## src/hw/rtl/assert_macros.svh

```systemverilog
// Assertion helpers shared by the merge core modules.
`ifndef ASSERT_MACROS_SVH
`define ASSERT_MACROS_SVH

// Check a property on every rising clock edge outside of reset.
`define KWM_ASSERT(lbl, prop, msg) \
   lbl: assert property (@(posedge clock) disable iff (reset) prop) else $error(msg);

// Check a property on every rising clock edge, reset included.
`define KWM_ASSERT_ALWAYS(lbl, prop, msg) \
   lbl: assert property (@(posedge clock) prop) else $error(msg);

`endif

```

## src/hw/rtl/kwm_pkg.sv

```systemverilog
package kwm_pkg;

   // Sizing of the merge
   localparam int MAX_LISTS  = 8;
   localparam int KEY_WIDTH  = 32;
   localparam int IDX_WIDTH  = (MAX_LISTS > 1) ? $clog2(MAX_LISTS) : 1;
   localparam int CNT_WIDTH  = IDX_WIDTH + 1;

   // Fixed field widths of the stream ports
   localparam int VALUE_WIDTH     = 32;
   localparam int SOURCE_WIDTH    = 3;
   localparam int NUM_LISTS_WIDTH = 4;
   localparam int REQ_TDATA_WIDTH = 40;
   localparam int RSP_TDATA_WIDTH = 40;

   localparam logic [NUM_LISTS_WIDTH-1:0] NUM_LISTS_RESET = NUM_LISTS_WIDTH'(MAX_LISTS);

   // Request commands
   localparam logic CMD_NEXT      = 1'b0;
   localparam logic CMD_EXHAUSTED = 1'b1;

   // Queue between front and back; depth is a power of two so the pointers wrap
   localparam int QUEUE_DEPTH = 2;
   localparam int QPTR_WIDTH  = (QUEUE_DEPTH > 1) ? $clog2(QUEUE_DEPTH) : 1;
   localparam int QCNT_WIDTH  = $clog2(QUEUE_DEPTH + 1);

   // Classified request as it travels from front to back
   typedef struct packed {
      logic                 cmd;
      logic                 in_range;
      logic [IDX_WIDTH-1:0] idx;
      logic [KEY_WIDTH-1:0] key;
   } kwm_item_type;

   // Clamp the configured list count into 1 .. MAX_LISTS
   function automatic logic [CNT_WIDTH-1:0] active_count(
      input logic [NUM_LISTS_WIDTH-1:0] num_lists);
      logic [CNT_WIDTH+NUM_LISTS_WIDTH-1:0] wide;
      wide = {{CNT_WIDTH{1'b0}}, num_lists};
      if (num_lists == '0) begin
         return CNT_WIDTH'(1);
      end else if (wide > (CNT_WIDTH+NUM_LISTS_WIDTH)'(MAX_LISTS)) begin
         return CNT_WIDTH'(MAX_LISTS);
      end
      return wide[CNT_WIDTH-1:0];
   endfunction

   // Low KEY_WIDTH bits of the value, zero filled above 32 bits
   function automatic logic [KEY_WIDTH-1:0] key_from_value(
      input logic [VALUE_WIDTH-1:0] value);
      logic [KEY_WIDTH+VALUE_WIDTH-1:0] wide;
      wide = {{KEY_WIDTH{1'b0}}, value};
      return wide[KEY_WIDTH-1:0];
   endfunction

   function automatic logic [VALUE_WIDTH-1:0] value_from_key(
      input logic [KEY_WIDTH-1:0] key);
      logic [KEY_WIDTH+VALUE_WIDTH-1:0] wide;
      wide = {{VALUE_WIDTH{1'b0}}, key};
      return wide[VALUE_WIDTH-1:0];
   endfunction

   function automatic logic [IDX_WIDTH-1:0] idx_from_source(
      input logic [SOURCE_WIDTH-1:0] source);
      logic [IDX_WIDTH+SOURCE_WIDTH-1:0] wide;
      wide = {{IDX_WIDTH{1'b0}}, source};
      return wide[IDX_WIDTH-1:0];
   endfunction

   function automatic logic [SOURCE_WIDTH-1:0] source_from_idx(
      input logic [IDX_WIDTH-1:0] idx);
      logic [IDX_WIDTH+SOURCE_WIDTH-1:0] wide;
      wide = {{SOURCE_WIDTH{1'b0}}, idx};
      return wide[SOURCE_WIDTH-1:0];
   endfunction

   // Source below the active list count
   function automatic logic source_in_range(
      input logic [SOURCE_WIDTH-1:0] source,
      input logic [CNT_WIDTH-1:0]    count);
      logic [CNT_WIDTH+SOURCE_WIDTH-1:0] s_wide;
      logic [CNT_WIDTH+SOURCE_WIDTH-1:0] c_wide;
      s_wide = {{CNT_WIDTH{1'b0}}, source};
      c_wide = {{SOURCE_WIDTH{1'b0}}, count};
      return s_wide < c_wide;
   endfunction

endpackage

```

## src/hw/rtl/kwm_front.sv

```systemverilog
module kwm_front (
   input  logic                                  clock,
   input  logic                                  reset,
   input  logic [kwm_pkg::CNT_WIDTH-1:0]         active_cnt,
   input  logic                                  req_tvalid,
   output logic                                  req_tready,
   // tdata: source [2:0], value [34:3], zero pad [39:35]
   input  logic [kwm_pkg::REQ_TDATA_WIDTH-1:0]   req_tdata,
   // tuser: command
   input  logic                                  req_tuser,
   output logic                                  item_valid,
   input  logic                                  item_ready,
   output kwm_pkg::kwm_item_type                 item
);
   import kwm_pkg::*;

   logic         valid_ff, valid_in;
   kwm_item_type item_ff, item_in;
   logic [SOURCE_WIDTH-1:0] source;
   logic         accept;

   assign req_tready = !valid_ff || item_ready;
   assign accept     = req_tvalid && req_tready;
   assign source     = req_tdata[SOURCE_WIDTH-1:0];

   // Classify the request: decode fields and flag sources past the list count
   always_comb begin
      item_in          = item_ff;
      valid_in         = valid_ff && !item_ready;
      if (accept) begin
         item_in.cmd      = req_tuser;
         item_in.in_range = source_in_range(source, active_cnt);
         item_in.idx      = idx_from_source(source);
         item_in.key      = key_from_value(req_tdata[SOURCE_WIDTH +: VALUE_WIDTH]);
         valid_in         = 1'b1;
      end
   end

   always_ff @(posedge clock) begin
      if (reset) begin
         valid_ff <= 1'b0;
      end else begin
         valid_ff <= valid_in;
      end
   end

   always_ff @(posedge clock) begin
      item_ff <= item_in;
   end

   assign item_valid = valid_ff;
   assign item       = item_ff;

endmodule

```

## src/hw/rtl/kwm_queue.sv

```systemverilog
`include "assert_macros.svh"

module kwm_queue (
   input  logic                   clock,
   input  logic                   reset,
   input  logic                   in_valid,
   output logic                   in_ready,
   input  kwm_pkg::kwm_item_type  in_item,
   output logic                   out_valid,
   input  logic                   out_ready,
   output kwm_pkg::kwm_item_type  out_item
);
   import kwm_pkg::*;

   kwm_item_type           mem [QUEUE_DEPTH];
   kwm_item_type           out_item_ff;
   logic [QPTR_WIDTH-1:0]  wr_ptr_ff, wr_ptr_in;
   logic [QPTR_WIDTH-1:0]  rd_ptr_ff, rd_ptr_in;
   logic [QCNT_WIDTH-1:0]  count_ff, count_in;
   logic                   push, pop;

   assign in_ready  = count_ff != QCNT_WIDTH'(QUEUE_DEPTH);
   assign out_valid = count_ff != '0;
   assign push      = in_valid && in_ready;
   assign pop       = out_valid && out_ready;
   assign out_item  = out_item_ff;

   // Advance pointers and occupancy
   always_comb begin
      wr_ptr_in = push ? wr_ptr_ff + 1'b1 : wr_ptr_ff;
      rd_ptr_in = pop ? rd_ptr_ff + 1'b1 : rd_ptr_ff;
      count_in  = count_ff;
      if (push && !pop) begin
         count_in = count_ff + 1'b1;
      end else if (pop && !push) begin
         count_in = count_ff - 1'b1;
      end
   end

   always_ff @(posedge clock) begin
      if (reset) begin
         wr_ptr_ff <= '0;
         rd_ptr_ff <= '0;
         count_ff  <= '0;
      end else begin
         wr_ptr_ff <= wr_ptr_in;
         rd_ptr_ff <= rd_ptr_in;
         count_ff  <= count_in;
      end
   end

   // Store the pushed request
   always_ff @(posedge clock) begin
      if (push) begin
         mem[wr_ptr_ff] <= in_item;
      end
   end

   // Register the next head; forward a request pushed into the head slot
   always_ff @(posedge clock) begin
      if (push && (wr_ptr_ff == rd_ptr_in)) begin
         out_item_ff <= in_item;
      end else begin
         out_item_ff <= mem[rd_ptr_in];
      end
   end

   `KWM_ASSERT(a_queue_bound, count_ff <= QCNT_WIDTH'(QUEUE_DEPTH), "queue over capacity")

endmodule

```

## src/hw/rtl/kwm_back.sv

```systemverilog
`include "assert_macros.svh"

module kwm_back (
   input  logic                                  clock,
   input  logic                                  reset,
   input  logic [kwm_pkg::CNT_WIDTH-1:0]         active_cnt,
   input  logic                                  item_valid,
   output logic                                  item_ready,
   input  kwm_pkg::kwm_item_type                 item,
   output logic                                  rsp_tvalid,
   input  logic                                  rsp_tready,
   // tdata: value_res [31:0], source_res [34:32], zero pad [39:35]
   output logic [kwm_pkg::RSP_TDATA_WIDTH-1:0]   rsp_tdata,
   // tuser: done_res
   output logic                                  rsp_tuser
);
   import kwm_pkg::*;

   localparam logic [1:0] ST_IDLE  = 2'd0;
   localparam logic [1:0] ST_CHECK = 2'd1;
   localparam logic [1:0] ST_SCAN  = 2'd2;
   localparam logic [1:0] ST_EMIT  = 2'd3;

   logic [1:0]              state_ff, state_in;
   logic [MAX_LISTS-1:0]    has_head_ff, has_head_in;
   logic [MAX_LISTS-1:0]    exhausted_ff, exhausted_in;
   logic [KEY_WIDTH-1:0]    head_value_ff [MAX_LISTS];
   logic                    head_we;
   logic [IDX_WIDTH-1:0]    scan_idx_ff, scan_idx_in;
   logic                    found_ff, found_in;
   logic [IDX_WIDTH-1:0]    best_idx_ff, best_idx_in;
   logic [KEY_WIDTH-1:0]    best_key_ff, best_key_in;
   logic                    rsp_valid_ff, rsp_valid_in;
   logic [VALUE_WIDTH-1:0]  rsp_value_ff, rsp_value_in;
   logic [SOURCE_WIDTH-1:0] rsp_source_ff, rsp_source_in;
   logic                    rsp_done_ff, rsp_done_in;

   logic [MAX_LISTS-1:0]    act_mask;
   logic                    all_settled;
   logic [KEY_WIDTH-1:0]    head_rd_ff;
   logic                    better;
   logic                    scan_last;
   logic                    out_free;
   logic                    item_busy;

   // Lists below the active count take part
   always_comb begin
      for (int i = 0; i < MAX_LISTS; i++) begin
         act_mask[i] = CNT_WIDTH'(i) < active_cnt;
      end
   end

   assign all_settled = ((has_head_ff | exhausted_ff) & act_mask) == act_mask;
   assign better      = has_head_ff[scan_idx_ff]
                        && (!found_ff || ($signed(head_rd_ff) < $signed(best_key_ff)));
   assign scan_last   = {1'b0, scan_idx_ff} == (active_cnt - CNT_WIDTH'(1));
   assign out_free    = !rsp_valid_ff || rsp_tready;
   assign item_busy   = has_head_ff[item.idx] || exhausted_ff[item.idx];
   assign item_ready  = state_ff == ST_IDLE;

   // Sequencer: apply request, check, scan heads, emit
   always_comb begin
      state_in      = state_ff;
      has_head_in   = has_head_ff;
      exhausted_in  = exhausted_ff;
      head_we       = 1'b0;
      scan_idx_in   = scan_idx_ff;
      found_in      = found_ff;
      best_idx_in   = best_idx_ff;
      best_key_in   = best_key_ff;
      rsp_valid_in  = rsp_valid_ff && !rsp_tready;
      rsp_value_in  = rsp_value_ff;
      rsp_source_in = rsp_source_ff;
      rsp_done_in   = rsp_done_ff;
      case (state_ff)
         ST_IDLE: begin
            if (item_valid) begin
               // Take the item only for a list that awaits data
               if (item.in_range && !item_busy) begin
                  if (item.cmd == CMD_NEXT) begin
                     head_we                = 1'b1;
                     has_head_in[item.idx]  = 1'b1;
                  end else begin
                     exhausted_in[item.idx] = 1'b1;
                  end
               end
               state_in = ST_CHECK;
            end
         end
         ST_CHECK: begin
            if (all_settled) begin
               scan_idx_in = '0;
               found_in    = 1'b0;
               state_in    = ST_SCAN;
            end else begin
               state_in    = ST_IDLE;
            end
         end
         ST_SCAN: begin
            // One comparison per cycle; strict less keeps the lowest index on ties
            if (better) begin
               found_in    = 1'b1;
               best_idx_in = scan_idx_ff;
               best_key_in = head_rd_ff;
            end
            if (scan_last) begin
               state_in    = ST_EMIT;
            end else begin
               scan_idx_in = scan_idx_ff + 1'b1;
            end
         end
         ST_EMIT: begin
            if (out_free) begin
               rsp_valid_in = 1'b1;
               if (found_ff) begin
                  has_head_in[best_idx_ff] = 1'b0;
                  rsp_value_in  = value_from_key(best_key_ff);
                  rsp_source_in = source_from_idx(best_idx_ff);
                  rsp_done_in   = 1'b0;
               end else begin
                  exhausted_in  = '0;
                  rsp_value_in  = '0;
                  rsp_source_in = '0;
                  rsp_done_in   = 1'b1;
               end
               state_in = ST_IDLE;
            end
         end
         default: begin
            state_in = ST_IDLE;
         end
      endcase
   end

   always_ff @(posedge clock) begin
      if (reset) begin
         state_ff     <= ST_IDLE;
         has_head_ff  <= '0;
         exhausted_ff <= '0;
         rsp_valid_ff <= 1'b0;
         found_ff     <= 1'b0;
      end else begin
         state_ff     <= state_in;
         has_head_ff  <= has_head_in;
         exhausted_ff <= exhausted_in;
         rsp_valid_ff <= rsp_valid_in;
         found_ff     <= found_in;
      end
   end

   always_ff @(posedge clock) begin
      scan_idx_ff   <= scan_idx_in;
      best_idx_ff   <= best_idx_in;
      best_key_ff   <= best_key_in;
      rsp_value_ff  <= rsp_value_in;
      rsp_source_ff <= rsp_source_in;
      rsp_done_ff   <= rsp_done_in;
   end

   // Head store: one write port, one registered read port at the next scan index
   always_ff @(posedge clock) begin
      if (head_we) begin
         head_value_ff[item.idx] <= item.key;
      end
   end

   always_ff @(posedge clock) begin
      head_rd_ff <= head_value_ff[scan_idx_in];
   end

   assign rsp_tvalid = rsp_valid_ff;
   assign rsp_tdata  = {{(RSP_TDATA_WIDTH-VALUE_WIDTH-SOURCE_WIDTH){1'b0}},
                        rsp_source_ff, rsp_value_ff};
   assign rsp_tuser  = rsp_done_ff;

   `KWM_ASSERT(a_scan_settled, (state_ff == ST_SCAN) |-> all_settled, "scan with a list awaiting data")
   `KWM_ASSERT(a_emit_has_head, (state_ff == ST_EMIT && found_ff) |-> has_head_ff[best_idx_ff], "emitting an empty head")
   `KWM_ASSERT(a_done_clears, (state_ff == ST_EMIT && out_free && !found_ff) |=> (exhausted_ff == '0), "exhausted marks left after done")

endmodule

```

## src/hw/rtl/k_way_sorted_merge_core.sv

```systemverilog
// K-way merge of ascending key streams. Each request carries either the next key of one
// source list or an exhausted mark for it; once every active list holds a head or is
// exhausted, the core returns the smallest head (lowest list on ties) together with its
// list, which must then send its next request. When all active lists are exhausted a
// done response follows and the exhausted marks are cleared. Requests for lists that are
// not waiting, or at or above the list count, are dropped. In the back end, a request that
// does not complete the set of heads goes from idle through the check state back to idle;
// one that does is followed by a scan of the stored heads by the single signed comparator,
// one per cycle, and then the emit state. A two-entry queue behind the input register
// keeps accepting requests meanwhile, and the response register frees the back end as
// soon as the downstream side takes the result. Write csr_wr_data only while idle.
module k_way_sorted_merge_core (
   input  logic                                  clock,
   input  logic                                  reset,
   input  logic                                  csr_wr_en,
   input  logic [kwm_pkg::NUM_LISTS_WIDTH-1:0]   csr_wr_data,
   input  logic                                  req_tvalid,
   output logic                                  req_tready,
   // tdata: source [2:0], value [34:3], zero pad [39:35]
   input  logic [kwm_pkg::REQ_TDATA_WIDTH-1:0]   req_tdata,
   // tuser: command
   input  logic                                  req_tuser,
   output logic                                  rsp_tvalid,
   input  logic                                  rsp_tready,
   // tdata: value_res [31:0], source_res [34:32], zero pad [39:35]
   output logic [kwm_pkg::RSP_TDATA_WIDTH-1:0]   rsp_tdata,
   // tuser: done_res
   output logic                                  rsp_tuser
);
   import kwm_pkg::*;

   logic [NUM_LISTS_WIDTH-1:0] num_lists_ff;
   logic [CNT_WIDTH-1:0]       active_cnt;
   logic                       f_valid, f_ready;
   kwm_item_type               f_item;
   logic                       q_valid, q_ready;
   kwm_item_type               q_item;

   // Hold the list count register
   always_ff @(posedge clock) begin
      if (reset) begin
         num_lists_ff <= NUM_LISTS_RESET;
      end else if (csr_wr_en) begin
         num_lists_ff <= csr_wr_data;
      end
   end

   assign active_cnt = active_count(num_lists_ff);

   kwm_front u_front (
      .clock      (clock),
      .reset      (reset),
      .active_cnt (active_cnt),
      .req_tvalid (req_tvalid),
      .req_tready (req_tready),
      .req_tdata  (req_tdata),
      .req_tuser  (req_tuser),
      .item_valid (f_valid),
      .item_ready (f_ready),
      .item       (f_item)
   );

   kwm_queue u_queue (
      .clock     (clock),
      .reset     (reset),
      .in_valid  (f_valid),
      .in_ready  (f_ready),
      .in_item   (f_item),
      .out_valid (q_valid),
      .out_ready (q_ready),
      .out_item  (q_item)
   );

   kwm_back u_back (
      .clock      (clock),
      .reset      (reset),
      .active_cnt (active_cnt),
      .item_valid (q_valid),
      .item_ready (q_ready),
      .item       (q_item),
      .rsp_tvalid (rsp_tvalid),
      .rsp_tready (rsp_tready),
      .rsp_tdata  (rsp_tdata),
      .rsp_tuser  (rsp_tuser)
   );

endmodule
```

## config.mk

```make
export PLATFORM = sky130hd
export DESIGN_NAME = k_way_sorted_merge_core
export DESIGN_NICKNAME = d
export VERILOG_FILES = /design/src/hw/rtl/kwm_pkg.sv /design/src/hw/rtl/kwm_front.sv /design/src/hw/rtl/kwm_queue.sv /design/src/hw/rtl/kwm_back.sv /design/src/hw/rtl/k_way_sorted_merge_core.sv
export VERILOG_INCLUDE_DIRS = /design/src /design/src/hw/rtl
export SDC_FILE = /design/constraint.sdc
export NUM_CORES = 1
export LEC_CHECK = 0
export BUFFER_PORTS_ARGS = -buffer_cell sky130_fd_sc_hd__buf_2
export CAP_MARGIN = 25
export CORE_UTILIZATION = 30
export DETAILED_ROUTE_END_ITERATION = 12
export PLACE_DENSITY_LB_ADDON = 0.2
export SLEW_MARGIN = 0
export SYNTH_ARGS = -nofsm -noshare
export SYNTH_HDL_FRONTEND = slang
export SYNTH_SLANG_ARGS = --single-unit
```

## constraint.sdc

```tcl
create_clock -name clock -period 6.09 [get_ports clock]
set_input_delay 0.609 -clock clock [delete_from_list [all_inputs] [get_ports clock]]
set_output_delay 0.609 -clock clock [all_outputs]
set_load 0.05 [all_outputs]
```

# Word-level counts from Yosys, hierarchy flattened
# Memories as Yosys holds them, arrays and structs flattened. A register that Yosys moved wholly into a read port is not among the register bits.
# Index checks and enable logic that the tools add are counted.
[word_totals]
regBits = 140
latchBits = 0
ram_bits = 330
romBits = 0
input_bits = 50
output_inout_bits = 43
word_cells = 154
memories = 2
[classes]
addsub = 6
n_mul = 0
n_div = 0
n_lt_le_gt_ge = 16
n_eq_ne = 16
shift = 0
n_mux = 53
bitwise = 6
reduce_logical = 35
[memory_table]
columns = ["memory", "words", "word_bits", "read_ports", "rd_ports_with_merged_regs", "write_ports", "line", "source"]
rows = [
  ["u_back.head_value_ff", 8, 32, 1, 1, 1, "kwm_back.sv:27", "logic [KEY_WIDTH-1:0] head_value_ff [MAX_LISTS];"],
  ["u_queue.mem", 2, 37, 1, 1, 1, "kwm_queue.sv:15", "kwm_item_type mem [QUEUE_DEPTH];"],
]
[op_table]
columns = ["cell", "n"]
rows = [
  ["$mux W8", 10],
  ["$lt A32 B32 Y1", 1],
  ["$pmux W8 S2", 2],
  ["$or A8 B8 Y8", 3],
  ["$mux W1", 22],
  ["$and A8 B8 Y8", 2],
  ["$lt A3 B4 Y1 const A", 4],
  ["$ne A2 B1 Y1 const B", 7],
  ["$lt A3 B4 Y1 const B", 3],
  ["$mux W2", 6],
  ["$mux W4", 3],
  ["$reduce_and A6 Y1", 2],
  ["$logic_and A1 B1 Y1", 11],
  ["$bmux W1 S3", 3],
  ["$eq A8 B8 Y1", 1],
  ["$logic_not A1 Y1", 8],
  ["$lt A1 B4 Y1 const A", 2],
  ["$lt A2 B4 Y1 const A", 2],
  ["$ne A2 B2 Y1 const B", 4],
  ["$not A8 Y8", 1],
  ["$pmux W2 S4", 1],
  ["$reduce_bool A2 Y1", 4],
  ["$demux W1 S3", 2],
  ["$ge A3 B1 Y1 const B", 2],
  ["other kinds (18)", 26],
]

# Logic depth before layout (Yosys ltp)
# Gate-level depths: netlist of run 1.
[depth]
word_depth = 10
depth_mapped = 15
depth_no_buf = 12

# By module
# From an unflattened synthesis of run 1, not the netlist that was laid out.
[hier_totals]
cells_unflattened = 1247
area_unflattened_um2 = 20064.2
[modules_own_cells]
columns = ["mod", "n_inst", "cells_per_inst", "area_each_um2", "seq_area_each_um2"]
rows = [
  ["kwm_back", 1, 1041, 15782.6, 10920.5],
  ["kwm_queue", 1, 138, 2899.0, 2322.2],
  ["kwm_front", 1, 50, 1208.7, 1131.1],
  ["k_way_sorted_merge_core", 1, 18, 173.9, 80.1],
]

# Least setup slack after synthesis of run 1
# OpenSTA, ideal clock, no wires.
[synth_path]
path_type = "register -> register"
startpoint = "reg (tool-made name)"
endpoint = "mem u_back.head_value_ff[1][0] (enable)"
setup_time_ps = 461
arrival_ps = 4148
setup_slack_ps = 1481
stages_incl_launch_ff = 10
n_path_buf = 3
path_cell_list = "dfxtp_1 -> buf_4 -> mux2i_1 -> buf_2 -> nor3_1 -> a311oi_1 -> a31oi_1 -> or3_1 -> buf_2 -> nor3_1"
[synth_lines]
columns = ["item", "line"]
rows = [
  ["to (decl)", "kwm_back.sv:27"],
]

# Final worst setup path of run 1
[layout_path]
startpoint = "reg num_lists_ff[3]"
endpoint = "reg u_back.head_rd_ff[26] (read register of u_back.head_value_ff)"
[layout_via]
elab_chain_cells = 9
elab_cells_between_ends = 21
[layout_lines]
columns = ["item", "line", "source"]
rows = [
  ["from (decl)", "k_way_sorted_merge_core.sv:32", "logic [NUM_LISTS_WIDTH-1:0] num_lists_ff;"],
  ["from (signal assigned)", "k_way_sorted_merge_core.sv:44", "num_lists_ff <= csr_wr_data;"],
  ["$gt A4 B4 Y1", "kwm_pkg.sv:42", "end else if (wide > (CNT_WIDTH+NUM_LISTS_WIDTH)'(MAX_LISTS)) begin"],
  ["$mux W1", "kwm_pkg.sv:42", ""],
  ["$mux W1", "kwm_pkg.sv:40", "if (num_lists == '0) begin"],
  ["$mux W4 (*)", "kwm_pkg.sv:45", "return wide[CNT_WIDTH-1:0];"],
  ["$lt A1 B4 Y1 (tied with other cells)", "kwm_back.sv:49", "act_mask[i] = CNT_WIDTH'(i) < active_cnt;"],
  ["$and A8 B8 Y8", "kwm_back.sv:53", "assign all_settled = ((has_head_ff | exhausted_ff) & act_mask) == act_mask;"],
  ["$eq A8 B8 Y1", "kwm_back.sv:53", ""],
  ["$mux W3", "kwm_back.sv:91", "if (all_settled) begin"],
  ["$pmux W3 S2 (*)", "kwm_back.sv:75", "case (state_ff)"],
  ["to (decl)", "kwm_back.sv:40", "logic [KEY_WIDTH-1:0] head_rd_ff;"],
]
# Every way passes the cells marked *; elsewhere a longest branch is shown, timed or not.
# A chain may end at the register's enable or synchronous reset.

==> results.yml, run 1 <==
run_status:
  outcome: "finished, final reports clean"
timing:
  setup_viol_count_final: 0
  whs_ps: 187.0
  drv_slew: 0
  finalWorstPathRequiredPeriod_ps: 4060
  fin_crit_sh_pct: 66.67
  worst_pin_slew_ps: 946.8
  hold_viol_final: 0
  max_freq_ghz: 0.2463
  slew_headroom_pct: 35.08
  setup_tns_ps: 0
  clock_skew_ps: 17.35
  rsz0062_at_grt: "false"
synthesis:
  synthXorXnorAreaFrac_pct: 0.3153
  synth_area_mm2: 0.01945
  synthFlopType: "edfxtp_1"
  synthTopCellsByArea: "edfxtp_1 68%, dfxtp_1 6.7%, mux4_2 3.9%, mux2i_1 3.8%, mux2_2 3.8%"
  seq_area_frac_synth_pct: 74.32
  ys_warn_count: 0
  ys_ff_latch: 503
  syn_avg_cell_area_um2: 17.27
  synth_top_cell_area_share_pct: 67.63
  async_flop_share_pct: 0
  synth-simple-area-share_pct: 4.330
  synth_fa_ha_area_share_pct: 2.831
  synth_edf_count: 438
  syn_inst: 1126
  synthMuxAreaShare_pct: 11.58
  ys_types: 61
  synth_top_cell_by_area: "edfxtp_1"
  synth_most_common_cell: "edfxtp_1"
  synthTopCellsByCount: "438 x edfxtp_1, 74 x mux2i_1, 65 x dfxtp_1, 65 x mux2_2, 64 x nor2_1"
  synth_top_family_by_area: "multiplexers"
  synth_compound_area_share_pct: 4.047
power:
  total_power_w: 0.007897
  comb_power_share_pct: 8.3
  pwr-share-seq_pct: 51.8
  switching_share_pct: 22.82
  p_int_w: 0.006095
  power.switching_w: 0.001802
  p_per_area_mw_per_mm2: 348.1
  leakage_nw: 8.190
  power.share.clock_pct: 39.8
  vdd_drop_max_v: 0.0002000
worst_setup_path:
  crit_family: "compound AO/OA/AOI/OAI gates"
  critPathLaunch: "num_lists_ff[3]"
  reg2reg_slack_ps: 2030
  worst_ep_required_time_ps: 6520
  path_buf_inv: 3
  worstSetupPathType: "reg2reg"
  cp_cell_sequence: "inv_1 > nand2_1 > inv_1 > ha_1 > nor3b_1 > or4b_1 > o31ai_2 > o21ai_2 > a32oi_4 > buf_4 > mux4_2 > nand2_1 > o21ai_1"
  start_kind: "flip-flop"
  cpMaxStageDelayCell: "a32oi_4"
  cpPeakStageDelay_ps: 770
  worst-path-max-fanout: 14
  rr_startpoint: "num_lists_ff[3]"
  end_kind: "flip-flop"
  cp_data_arrival_time_ps: 4490
clocking:
  post-cts-setup-buffer-count: 0
  clockRootBuffer: "clkbuf_16"
  cts_max_level: 2
  numCtsBuffers: 54
  clock_path_buffers: 3
  clock_latency_ps: 600
  cts-hold-fix-buffers: 0
  cts_sinks: 503
  post_cts_resized: 0
  cts_tree: "yes"
  clk_pin_slew_ps: 70
floorplan:
  rows: 92
  core_area_mm2: 0.06354
  die-area_mm2: 0.06585
  initial_core_util_pct: 30.61
  ios: 93
  die_width_um: 256.6
  die_h_um: 256.6
min_path:
  worst_hold_path_type: "in2reg"
  worstHoldStart: "req_tdata[19]"
global_route:
  gr-total-overflow: 0
  grt.total_usage_pct: 12.37
  grt_start_max_net_pins: 98
  grt_pass1_wl_mm: 61.44
  grt_pass1_vias: 10110
  antenna_found_initial: 0
placement:
  place_congestion: 0.7672
  dp.cells: 2034
  io_buffers: 82
  dpl.hpwl_mm: 23.78
run:
  drv_cap: 0
detailed_routing:
  first_iter_violations: 473
  wl_per_cell_um: 18.80
  first_pass_iters: 5
  drc: 0
  wirelength_mm: 40.19
  drtAntennaViolNets: 0
  vias: 9635
  avgViaCountPerCell: 4.509
layout:
  stdcell_count: 2137
  fillers: 6082
  drive_gt1_share_pct: 23.51
  syn2layout_area_growth_pct: 16.67
  nets: 1338
-- cell families after synthesis --
| family | count (synthesis) |
|---|---|
| xor gates and xnor gates | 7 |
| DFF | 503 |
| buffers and inverters | 93 |
| muxes | 174 |
| and+or+nand+nor | 181 |
| AOI/OAI and AO/OA | 123 |
| other | 1 |
| adders and majority gates | 44 |
-- registers in the layout, summed over array words and instances (netlist names), 3 cells and up, named ones only --
name,flops
u_queue.mem,74
u_back.has_head_ff,8
u_back.scan_idx_ff,3
u_back.head_value_ff,256
num_lists_ff,4
u_back.head_rd_ff,32
u_back.best_idx_ff,3
u_back.best_key_ff,32
u_back.rsp_source_ff,3
u_back.rsp_value_ff,32
u_back.exhausted_ff,8
u_front.item,37
-- path summary, 6_finish.rpt --
path | to | cells after the start
setup / recovery | u_back.head_rd_ff[26] | 13
hold / removal | u_front.item[16] | 1
setup reg to reg | u_back.head_rd_ff[26] | 13
hold reg to reg | u_back.best_key_ff[0] | 0
-- power by group through the flow --
stage / clock network (W) / logic (W) / registers [W]
2_1_floorplan: 0 / 0.000453 / 0.00415
3_3_place_gp: 0 / 0.000658 / 0.00416
6_report: 0.00315 / 0.000659 / 0.00409
3_5_place_dp: 0 / 0.000680 / 0.00417
5_1_grt: 0.00338 / 0.000740 / 0.00411
4_1_cts: 0.00326 / 0.000679 / 0.00409
-- area by class of cell --
| type | count | area (um2) | share of cell area (%) |
|---|---|---|---|
| sequential | 503 | 14460 | 63.71 |
| timing repair buffer | 102 | 648.1 | 2.857 |
| inverter | 49 | 183.9 | 0.8106 |
| multi-input combinational | 534 | 4631 | 20.41 |
| clock buffer | 74 | 1498 | 6.601 |
| antenna | 2 | 5.005 | 0.02206 |
| clock inverter | 27 | 210.2 | 0.9264 |
| tap | 846 | 1059 | 4.665 |
-- metrics by stage --
step | worst slack [ps] | cell area (um2) | util (%)
finish | 2030 | 22690 | 35.71
global route | 1729 | 22680 | 35.70
CTS | 1935 | 22680 | 35.70
detailed placement | 1958 | 20980 | 33.01
global placement | 2041 | 20960 | 32.98
floorplan | 1481 | 19460 | -
-- cell usage in the layout, fill, tap and decap left out, types with 4 or more instances in the layout --
master and n:
buf_12 7, nor2b_1 6, clkbuf_1 14, nor2_1 61, nand2b_1 8, nand4_1 5
clkinv_2 13, o21ai_0 9, buf_2 82, a311oi_1 5, mux4_2 34, nor3_1 15
a211oi_1 6, buf_4 13, clkinv_1 9, ha_1 44, inv_1 48, and2_1 5
a21o_1 9, conb_1 5, nand3_1 4, o21a_1 4, mux2i_1 74, nor3b_1 6
nor3_2 4, dfxtp_1 64, o21ai_1 33, nand2_1 50, edfxtp_1 438, o211ai_1 5
nor2_4 4, mux2_2 65, clkbuf_16 55, clkbuf_8 5, xor2_1 4, a21oi_1 27
-- routing by layer --
| layer | up-vias | global-route usage, % | wire length, um |
|---|---|---|---|
| met1 | 4830 | 16.39 | 18660 |
| met5 | - | 0 | 0 |
| li1 | 4553 | - | - |
| met4 | 0 | 3.919 | 863 |
| met3 | 66 | 2.165 | 1571 |
| met2 | 186 | 20.55 | 19090 |
Note: power is estimated with default switching activity, not from simulation.
==> run 2, diff against run 1 <==
==> constraint.sdc (replaced) <==
create_clock -name clock -period 4 [get_ports clock]
set_input_delay 0.4 -clock clock [delete_from_list [all_inputs] [get_ports clock]]
set_output_delay 0.4 -clock clock [all_outputs]
set_load 0.05 [all_outputs]
==> run 2 against run 1 <==
Fmax increased by 9.4%. Worst hold slack got worse by 150 ps. First-iteration DRC count increased by 16%. Routed wire length increased by 1.5%. Core utilization increased by 0.85 points. Combinational power increased by 59%. Flip-flop and latch count unchanged. Count of clock-buffer cells in the layout decreased by 1. Critical path type unchanged.
==> results.yml, run 2 (synthesis results as in run 1) <==
layout:
  final_core_util_pct: 36.55
  largest_reg_flops: 256
  drive_gt1_share_pct: 23.01
  nets: 1381
  syn2layout_area_growth_pct: 19.44
  mostFrequentLayoutCells: "438 x edfxtp_1, 82 x buf_2, 74 x mux2i_1"
  final_common_cell: "edfxtp_1"
  antennaDiodeCount: 0
  regMostFlops: "u_back.head_value_ff"
worst_setup_path:
  worst-path-max-fanout: 37
  cp_data_arrival_time_ps: 4150
  end_kind: "flip-flop"
  start_kind: "flip-flop"
  worst_ep_required_time_ps: 4440
  worstSetupPathType: "reg2reg"
floorplan:
  die_h_um: 256.6
  die-area_mm2: 0.06585
  ios: 93
  core_area_mm2: 0.06354
  die_width_um: 256.6
  rows: 92
  initial_core_util_pct: 30.61
power:
  vdd_drop_max_v: 0.0003119
  p_per_area_mw_per_mm2: 526.2
  total_power_w: 0.01222
  leakage_nw: 8.399
timing:
  setup_ws_ps: 290.3
  clock_skew_ps: 15.76
  slew_headroom_pct: 34.10
  rsz0062_at_grt: "false"
  max_freq_ghz: 0.2696
  setup_viol_count_final: 0
  whs_ps: 34.76
  setup_tns_ps: 0
  fin_crit_sh_pct: 92.74
  hold_viol_final: 0
  worst_pin_slew_ps: 988.5
  finalWorstPathRequiredPeriod_ps: 3710
  drv_slew: 0
detailed_routing:
  drtAntennaViolNets: 0
  first_iter_violations: 547
  vias: 9772
  first_pass_iters: 5
  wirelength_mm: 40.79
  avgViaCountPerCell: 4.491
  wl_per_cell_um: 18.74
  drc: 0
global_route:
  grt_pass1_wl_mm: 62.04
  antenna_found_initial: 0
  grt_pass1_vias: 10240
  gr-total-overflow: 0
  grt.total_usage_pct: 12.42
  grt_start_max_net_pins: 39
placement:
  io_buffers: 82
  dp_slack_ps: 314.4
  dpl.hpwl_mm: 24.01
  place_congestion: 0.7646
clocking:
  post-cts-setup-buffer-count: 0
  clock_path_buffers: 3
  cts_tree: "yes"
  clk_pin_slew_ps: 60
  cts_sinks: 503
  clockRootBuffer: "clkbuf_16"
  cts_max_level: 2
  clock_latency_ps: 600
  numCtsBuffers: 54
run:
  drv_cap: 0
min_path:
  worst_hold_path_type: "in2reg"
run_status:
  outcome: "finished, final reports clean"
[run 2: path summary, 6_finish.rpt]
check,from,to,slack (ps),cells after the start
setup reg to reg,num_lists_ff[3],u_back.head_rd_ff[14],290,14
hold / removal,csr_wr_data[3],num_lists_ff[3],30,3
setup / recovery,num_lists_ff[3],u_back.head_rd_ff[14],290,14
hold reg to reg,u_back.head_rd_ff[29],u_back.best_key_ff[29],440,0
[run 2: report_power, final]
group | switching, W | internal (W)
clock network | 0.00202 | 0.00292
registers | 0.0000894 | 0.00614
logic | 0.000684 | 0.000365
[run 2: worst max-delay path, cell delays in order (launching register included)]
cell,delay [ps]
dfxtp_1,460
inv_1,170
nand2_1,180
inv_1,110
ha_1,230
nor3b_1,140
or4b_1,490
o31ai_2,120
o21ai_2,180
a2111oi_4,440
buf_12,230
buf_12,270
mux4_2,340
nand2_1,80
o21ai_1,80
[run 2: metal layers]
layer,track usage [%],share of wire (%),vias to the layer above
met4,3.026,1.6,0
met5,0,0,-
met3,2.590,3.8,44
met1,16.72,47,4939
li1,-,-,4633
met2,20.42,48,156
[run 2: area by class of cell]
cell class / count / area [um2]
clock buffers: 73 / 1484
well taps: 846 / 1059
multi-input cells: 534 / 4623
repair buffers: 145 / 1151
inverters: 49 / 183.9
fillers: 6015 / 40310
clock inverters: 26 / 271.5
flip-flops and latches: 503 / 14460
[run 2: per-stage QoR]
stage	instance area [um2]	std cells
after floorplan	19460	1130
after global placement	21100	2040
after detailed placement	21100	2040
after CTS	23230	2176
after global routing	23230	2176
final	23230	2176
[run 2: what timing repair did]
action	in CTS	in global routing
resized for setup	0	0
endpoints found under the hold margin	37	0
hold buffers	37	0
==> run 3, diff against run 2 <==
==> constraint.sdc (replaced) <==
create_clock -name clock -period 3.1 [get_ports clock]
set_input_delay 0.31 -clock clock [delete_from_list [all_inputs] [get_ports clock]]
set_output_delay 0.31 -clock clock [all_outputs]
set_load 0.05 [all_outputs]
==> run 3 against run 2 <==
The run now ends with negative setup slack left. Count of clock-buffer cells in the layout is the same. Worst hold slack gained 15 ps. Combinational power grew 44%. Setup slack lost 360 ps. Fmax grew 17%. Largest cell class unchanged. Clock skew grew 8.2 ps. Flip-flop and latch count is the same. Cell count grew 3.7%. Via count grew 2.1%.
==> results.yml, run 3 (synthesis results as in run 1) <==
worst_setup_path:
  rr_startpoint: "num_lists_ff[0]"
  cp_cell_sequence: "o21bai_4 > nand2_2 > inv_4 > ha_4 > nor3b_1 > or4b_4 > o31ai_4 > o21ai_2 > buf_6 > a32oi_4 > buf_12 > buf_4 > mux4_2 > nand2_1 > o21ai_1"
  worst-path-max-fanout: 6
  cpPeakStageDelay_ps: 500
  crit_family: "simple AND/OR/NAND/NOR gates"
  endpoint: "u_back.head_rd_ff[20]"
  start_kind: "flip-flop"
  cpMaxStageDelayCell: "or4b_4"
  r2r_cells: 15
  path_buf_inv: 4
  crit_cells: 15
  end_kind: "flip-flop"
  timing.rr.end: "u_back.head_rd_ff[20]"
  worst_ep_required_time_ps: 3570
  cp_data_arrival_time_ps: 3640
  worstSetupPathType: "reg2reg"
  reg2reg_slack_ps: -70
  critPathLaunch: "num_lists_ff[0]"
floorplan:
  rows: 92
  core_area_mm2: 0.06354
  die_h_um: 256.6
  die_width_um: 256.6
  initial_core_util_pct: 30.61
  die-area_mm2: 0.06585
  ios: 93
detailed_routing:
  highest_layer: "met4"
  wl_per_cell_um: 18.80
  first_pass_iters: 5
  drc: 0
  avgViaCountPerCell: 4.424
  wirelength_mm: 42.41
  met1_length_mm: 20.37
  wl_met3_mm: 1.471
  drtAntennaViolNets: 0
  met2_length_mm: 19.83
  first_iter_violations: 675
  vias: 9980
clocking:
  clock_latency_ps: 610
  clk_pin_slew_ps: 60
  cts_tree: "yes"
  cts_sinks: 503
  clockRootBuffer: "clkbuf_16"
  numCtsBuffers: 53
  clock_path_buffers: 3
  cts_max_level: 2
global_route:
  gr-total-overflow: 0
  antenna_found_initial: 0
  grt_pass1_vias: 10350
  grt.total_usage_pct: 12.71
  grt_pass1_wl_mm: 63.38
  grt_start_max_net_pins: 66
timing:
  max_freq_ghz: 0.3151
  hold_viol_final: 0
  clock_skew_ps: 23.96
  finalWorstPathRequiredPeriod_ps: 3174
  slew_headroom_pct: 57.34
  drv_slew: 0
  worst_pin_slew_ps: 635.0
  setup_tns_ps: -1031
  setup_viol_count_final: 27
  rsz0062_at_grt: "true"
  setup_ws_ps: -73.83
  fin_crit_sh_pct: 102.4
layout:
  regMostFlops: "u_back.head_value_ff"
  final_core_util_pct: 38.56
  mostFrequentLayoutCells: "438 x edfxtp_1, 82 x buf_2, 69 x mux2i_1"
  syn2layout_area_growth_pct: 25.98
  drive_gt1_share_pct: 29.43
  largest_reg_flops: 256
  antennaDiodeCount: 0
  nets: 1459
  final_common_cell: "edfxtp_1"
  stdcell_count: 2256
power:
  switching_share_pct: 22.88
  p_per_area_mw_per_mm2: 657.8
  power.share.clock_pct: 40.7
  comb_power_share_pct: 9.4
  power.switching_w: 0.003688
  vdd_drop_max_v: 0.0003834
  total_power_w: 0.01612
  pwr-share-seq_pct: 50.0
  p_int_w: 0.01243
  leakage_nw: 9.084
run:
  drv_cap: 0
run_status:
  failed_checks: "negative setup slack"
  outcome: "complete, but fails checks"
placement:
  place_congestion: 0.8171
  io_buffers: 82
  dp.cells: 2079
  dp_slack_ps: -116.5
  dpl.hpwl_mm: 24.59
min_path:
  worst_hold_path_type: "in2reg"
  worstHoldStart: "rsp_tready"
-- run 3: changes by cell type in the layout (fill, tap and decap cells not counted), sizes merged --
cell	delta
clkbuf	+9
bufinv	+1
inv	+1
dlygate4sd3	+6
clkinv	-1
buf	+64
-- run 3: power groups by stage --
| stage | combinational, W | clock [W] | sequential [W] |
|---|---|---|---|
| final | 0.00151 | 0.00656 | 0.00805 |
| after global routing | 0.00167 | 0.00703 | 0.00807 |
| after CTS | 0.00152 | 0.00678 | 0.00805 |
| after detailed placement | 0.00144 | 0 | 0.00819 |
| after global placement | 0.00141 | 0 | 0.00819 |
| after floorplan | 0.000949 | 0 | 0.00815 |
-- run 3: area by class of cell --
class / instances / area, um2
inverter: 49 / 186.4
sequential: 503 / 14460
clock inverter: 27 / 312.8
timing repair buffer: 224 / 2168
fill: 5853 / 39040
multi-input combinational: 534 / 4805
clock buffer: 73 / 1511
tap: 846 / 1059
-- run 3: worst register-to-register path, delay by kind of cell (launching register included) --
family	cells	cell delay, ps
and+or+nand+nor	4	820
AOI/OAI and AO/OA	5	660
DFF	1	320
buffers and inverters	4	590
adders and majority gates	1	150
muxes	1	500
-- run 3: through the flow --
step                cell area [um2]  hold slack [ps]
finish                        24500            49.33
floorplan                     19570            399.5
global placement              21540            412.7
CTS                           24080            5.758
global route                  24500            59.83
detailed placement            21540            411.7
-- run 3: timing repair --
| item | in CTS | in global routing |
|---|---|---|
| gates cloned | 4 | 10 |
| setup endpoints to repair | 32 | 32 |
| setup buffers | 12 | 9 |
| pin swaps | 1 | 5 |
| hold buffers | 43 | 0 |
| resized for setup | 23 | 31 |
| hold endpoints to repair | 41 | 0 |
-- run 3: layer usage --
metal  up-vias  global-route usage (%)
li1       4790                       -
met1      4985                   17.50
met2       149                   20.47
met3        56                   2.560
met4         0                   3.208
met5         -                       0
-- run 3: how the worst min path moves through the flow --
stage	to	slack, ps	cells after the start
floorplan	u_back.best_key_ff[0]	400	0
global placement	u_back.best_key_ff[0]	410	0
detailed placement	u_back.best_key_ff[0]	410	0
CTS	u_back.rsp_tvalid	6	3
global route	u_back.rsp_tvalid	60	3
finish	u_back.rsp_tvalid	50	3
